## src/hdl/assert_macros.svh

```systemverilog
// -----------------------------------------------------------------------------
// assert_macros.svh
// Concurrent assertion helpers included by the FIFO core.
// -----------------------------------------------------------------------------
`ifndef ASSERT_MACROS_SVH
`define ASSERT_MACROS_SVH

`ifndef SYNTHESIS

// Check prop on every rising clock edge outside reset
`define ASSERT_CLK(lbl, clk, rstn, prop) \
    lbl: assert property (@(posedge clk) disable iff (!rstn) (prop)) \
        else $error("assertion failed");

// Check that ante implies cons in the same cycle
`define ASSERT_IMPL(lbl, clk, rstn, ante, cons) \
    lbl: assert property (@(posedge clk) disable iff (!rstn) (ante) |-> (cons)) \
        else $error("implication failed");

`else

`define ASSERT_CLK(lbl, clk, rstn, prop)
`define ASSERT_IMPL(lbl, clk, rstn, ante, cons)

`endif

`endif

```

## src/hdl/brf_pkg.sv

```systemverilog
// -----------------------------------------------------------------------------
// brf_pkg
// Types and constants of the byte ring FIFO with block-granular reads.
// -----------------------------------------------------------------------------
`timescale 1ns / 1ps

package brf_pkg;

    // Default sizes
    localparam int BRF_DEPTH    = 65536;
    localparam int BRF_MAX_READ = 64;

    // Field widths
    localparam int FUNC_W = 2;
    localparam int LEN_W  = 16;
    localparam int BYTE_W = 8;
    localparam int BLK_W  = 7;
    localparam int STAT_W = 3;
    localparam int CNT_W  = 16;

    // Item function codes
    typedef enum logic [FUNC_W-1:0] {
        FN_CLEAR = 2'd0,
        FN_OPEN  = 2'd1,
        FN_WRITE = 2'd2,
        FN_READ  = 2'd3
    } t_func;

    // Result status codes
    typedef enum logic [STAT_W-1:0] {
        ST_CLEARED  = 3'd0,
        ST_WR_OK    = 3'd1,
        ST_WR_REFUS = 3'd2,
        ST_RD_EMPTY = 3'd3,
        ST_RD_REFUS = 3'd4,
        ST_RD_DATA  = 3'd5
    } t_status;

    // Control sequencer states
    typedef enum logic [1:0] {
        S_IDLE,
        S_DIV,
        S_READ
    } t_state;

    // Remainder unit response
    typedef struct packed {
        logic             done;
        logic [BLK_W-1:0] rem;
    } t_rem_rsp;

endpackage

```

## src/hdl/brf_rem.sv

```systemverilog
// -----------------------------------------------------------------------------
// brf_rem
// Restoring remainder unit, one dividend bit per cycle.
// -----------------------------------------------------------------------------
`timescale 1ns / 1ps

module brf_rem #(
    parameter int N_BITS = 7
) (
    input  logic                      i_clk,
    input  logic                      i_rst_n,
    input  logic                      i_start,
    input  logic [N_BITS-1:0]         i_dividend,
    input  logic [brf_pkg::BLK_W-1:0] i_divisor,
    output brf_pkg::t_rem_rsp         o_rsp
);

    localparam int CW = $clog2(N_BITS + 1);

    logic                      r_busy;
    logic                      r_done;
    logic [CW-1:0]             r_cnt;
    logic [N_BITS-1:0]         r_sh;
    logic [brf_pkg::BLK_W-1:0] r_rem;
    logic [brf_pkg::BLK_W:0]   trial;
    logic [brf_pkg::BLK_W:0]   n_part;

    // Shift in the next dividend bit and subtract when it fits
    always_comb begin
        trial  = {r_rem, r_sh[N_BITS-1]};
        n_part = (trial >= {1'b0, i_divisor}) ? (trial - {1'b0, i_divisor}) : trial;
    end

    // Sequence the iterations
    always_ff @(posedge i_clk) begin
        if (!i_rst_n) begin
            r_busy <= 1'b0;
            r_done <= 1'b0;
            r_cnt  <= '0;
        end else begin
            r_done <= 1'b0;
            if (i_start) begin
                r_busy <= 1'b1;
                r_cnt  <= CW'(N_BITS);
            end else if (r_busy) begin
                r_cnt <= r_cnt - 1'b1;
                if (r_cnt == CW'(1)) begin
                    r_busy <= 1'b0;
                    r_done <= 1'b1;
                end
            end
        end
    end

    // Partial remainder and dividend shift register
    always_ff @(posedge i_clk) begin
        if (i_start) begin
            r_sh  <= i_dividend;
            r_rem <= '0;
        end else if (r_busy) begin
            r_sh  <= r_sh << 1;
            r_rem <= n_part[brf_pkg::BLK_W-1:0];
        end
    end

    assign o_rsp.done = r_done;
    assign o_rsp.rem  = r_rem;

endmodule

```

## config.mk

```make
export PLATFORM = sky130hd
export DESIGN_NAME = brf_rem
export DESIGN_NICKNAME = d
export VERILOG_FILES = /design/src/hdl/assert_macros.svh /design/src/hdl/brf_pkg.sv /design/src/hdl/brf_rem.sv
export SDC_FILE = /design/constraint.sdc
export NUM_CORES = 1
export LEC_CHECK = 0
export ABC_CLOCK_PERIOD_IN_PS = 4600
export BUFFER_PORTS_ARGS = -buffer_cell sky130_fd_sc_hd__clkbuf_2
export CAP_MARGIN = 30
export CORE_MARGIN = 8
export CORE_UTILIZATION = 58
export DETAILED_ROUTE_END_ITERATION = 12
export PLACE_DENSITY_LB_ADDON = 0.08
export SLEW_MARGIN = 20
export SYNTH_ARGS = -nofsm -noshare
export SYNTH_HDL_FRONTEND = slang
export SYNTH_SLANG_ARGS = --single-unit
export TNS_END_PERCENT = 5
```

## constraint.sdc

```tcl
create_clock -name i_clk -period 4.6 [get_ports i_clk]
set_input_delay 0.46 -clock i_clk [delete_from_list [all_inputs] [get_ports i_clk]]
set_output_delay 0.46 -clock i_clk [all_outputs]
set_load 0.01 [all_outputs]
```

==> metrics.md <==
| Metric | Value |
|---|---|
| Warnings, synthesis | 0 |
| CP endpoint kind | flop |
| Worst slew margin | 55.0% |
| Top Ports | 25 |
| Vias per inst | 5.67 |
| Final Cycle Share | 44.0% |
| Internal power | 267 µW |
| Maximum clock rate | 494 MHz |
| Sequential fraction of the synthesis area | 34.7% |
| # fillers | 218 |
| Area grow syn2layout | 8.96% |
| Routability cong. | 0.849 |
| Fraction of layout cells with a size suffix above 1 | 26.1% |
| H-tree levels | 1 |
| GRT Total Usage | 13.0% |
| Iteration-0 DRC count of the detailed router | 42 |
| Setup bufs post-CTS | 0 |
| Clk pwr share | 22.2% |
| Synth unique cells | 45 |
| Yosys top cell area share | 18.5% |
| Synthesized area per cell | 9.21 µm² |
| Post-synth EDFFs | 7 |
| Maxcap violations | 0 |
| Top cells by area, synth | dfxtp_1 18%, edfxtp_1 16%, ha_1 8.7%, mux2_2 5.2%, nor2_1 4.6% |
| CP max FO | 4 |
| Row cnt | 17 |
| First-pass GRT wire length | 4380 µm |
| Leakage | 0.000615 µW |
| Initial Util | 59.9% |
| Final Slew Violations | 0 |
| Status | complete, no violations |
| Clk buf depth | 2 |
| Largest net degree at the start of global routing | 26 |
| Comb power frac | 24.8% |
| Sw frac | 29.1% |
| Root buf cell | clkbuf_4 |
| Die height | 63.3 µm |
| Hold-fix buffers, CTS | 0 |
| Syn Nets | 168 |
| Drt wl/cell | 13.3 µm |
| Gates resized, CTS repair | 0 |
| Top FF cell, synth | dfxtp_1 |
| ANT nets after route | 0 |
| Final setup viols | 0 |
| Final net count | 189 |
| Yosys top cell by area | dfxtp_1 |
| Clk_lat worst skew | 0.29 ns |
| Worst slew pin tran | 0.674 ns |
| Reg clk slew, reported paths | 0.10 ns |
| Synthesized cell area | 1300 µm² |
| Fin. Hold Viols | 0 |
| Detailed-route via count | 1071 |
| Minimum clock period | 2.03 ns |
| Async set-reset flop share out of synthesis | 0% |
| Total wire length | 2510 µm |
| Power Total | 376 µW |
| CTS buffer count | 3 |
| Crit Path Category | flop to flop |
| HPWL after DPL | 1890 µm |
| Synthesized instance count | 141 |
| Setup TNS | 0 ns |
| Global route overflow | 0 |
| Crit path DAT | 2.24 ns |
| Reg power frac | 53.0% |
| Die area | 4010 µm² |
| HP Class | primary input to flop |
| Worst endpoint required time | 4.81 ns |
| N_diodes | 0 |
| DRC Markers | 0 |
| Power per cell area | 266 nW/µm² |
| Number of global-route vias before repair | 990 |
| Register area | 450 µm² |
| NetSw | 109 µW |
| Post-Route Skew | 0.00161 ns |
| CTS tree | yes |
| RSZ-0062 raised after global routing | false |
| Die W | 63.3 µm |
| Count of input and output buffers | 24 |
| Initial antenna violation count | 0 |
| TritonCTS Sinks | 19 |
| Multi-input logic area | 734 µm² |
| Number of synthesized register bits | 19 |
| CP startpoint kind | flop |
| Worst ir drop on vdd | 0.000303 V |
| Area of the core | 2170 µm² |
| Pre-antenna DRT Iters | 4 |
layout make-up:
cell class              instances  share of cell area, %
inverters                      13                   3.45
clock buffers                   4                   1.86
multi-input cells             101                   51.9
repair buffers                 24                   8.49
flip-flops and latches         19                   31.8
well taps                      28                   2.48
worst max-delay path: stages, from the launching register on:
cell and delay, ns:
edfxtp_1 0.43, inv_1 0.08, ha_1 0.15, inv_1 0.05, fa_1 0.40, nand3_1 0.14, a31oi_1 0.13, or4_1 0.48
o311ai_1 0.09
metal layers:
layer  up-vias  part of all wire (%)  global-route usage, %
met5         -                     0                      0
li1        542                     -                      -
met3         4                   4.4                   4.24
met4         0                   1.2                   5.01
met2        26                    46                   19.8
met1       499                    49                   16.5
stage by stage:
stage	hold slack [ns]	utilization [%]	setup WS (ns)	area, µm²	instances
after detailed placement	0.534	64.0	2.52	1390	185
after global placement	0.527	64.0	2.58	1390	185
after global routing	0.455	65.2	2.39	1420	189
after CTS	0.440	65.2	2.57	1420	189
final	0.445	65.2	2.57	1420	189
after floorplan	0.524	-	2.70	1300	141
power by group through the flow:
| stage | Combinational (µW) | Sequential, µW | Clock, µW |
|---|---|---|---|
| final | 93.3 | 200 | 83.5 |
| after global routing | 105 | 201 | 91.9 |
| after CTS | 93.9 | 200 | 85.5 |
| after detailed placement | 92.6 | 203 | 0 |
| after global placement | 91.0 | 203 | 0 |
| after floorplan | 75.9 | 200 | 0 |
cells in the final DEF, fill, tap and decap left out, types with 3 or more instances in the layout:
master    count
inv_1        13
nand2_1       8
nor2_1       16
dfxtp_1      12
a21oi_1       3
nor3b_1       6
a31oi_1       5
ha_1          9
edfxtp_1      7
clkbuf_4      3
nand3_1       5
mux2_2        6
xnor2_1       4
clkbuf_2     24
sequential cells by signal, summed over array words and instances (netlist names):
| register | count |
|---|---|
| r_cnt | 3 |
| r_rem | 7 |
| r_done | 1 |
| r_busy | 1 |
| r_sh | 7 |
kinds of logic after synthesis:
group	Yosys count	synth area share, %
adder cells (fa/ha/maj)	10	10.2
AO/OA/AOI/OAI	28	16.6
buffers and inverters	21	8.77
multiplexers	6	5.20
XOR/XNOR	5	3.37
flip-flops	19	34.7
AND/OR/NAND/NOR	52	21.2
cell usage after synthesis, types with 2 or more instances:
master,number
nor3b_1,6
o21ai_0,2
nand2_1,8
and2_1,2
a311oi_1,2
nor2b_1,2
xnor2_1,4
nand3_1,5
edfxtp_1,7
o21ai_1,2
or3b_2,2
or2_2,2
o31ai_1,2
buf_6,3
nor2_1,16
buf_4,3
dfxtp_1,12
a21oi_1,3
mux2_2,6
inv_1,13
nand2b_1,2
nor3_1,2
a31oi_1,5
ha_1,9
final timing paths:
kind              startpoint        to  slack, ns  cells after the start
hold / removal       i_rst_n  r_cnt[1]       0.45                      3
hold reg to reg      r_sh[1]   r_sh[2]       0.56                      1
setup / recovery     r_sh[6]  r_rem[2]       2.57                      8
setup reg to reg     r_sh[6]  r_rem[2]       2.57                      8
Note: power is estimated with default switching activity, not from simulation.
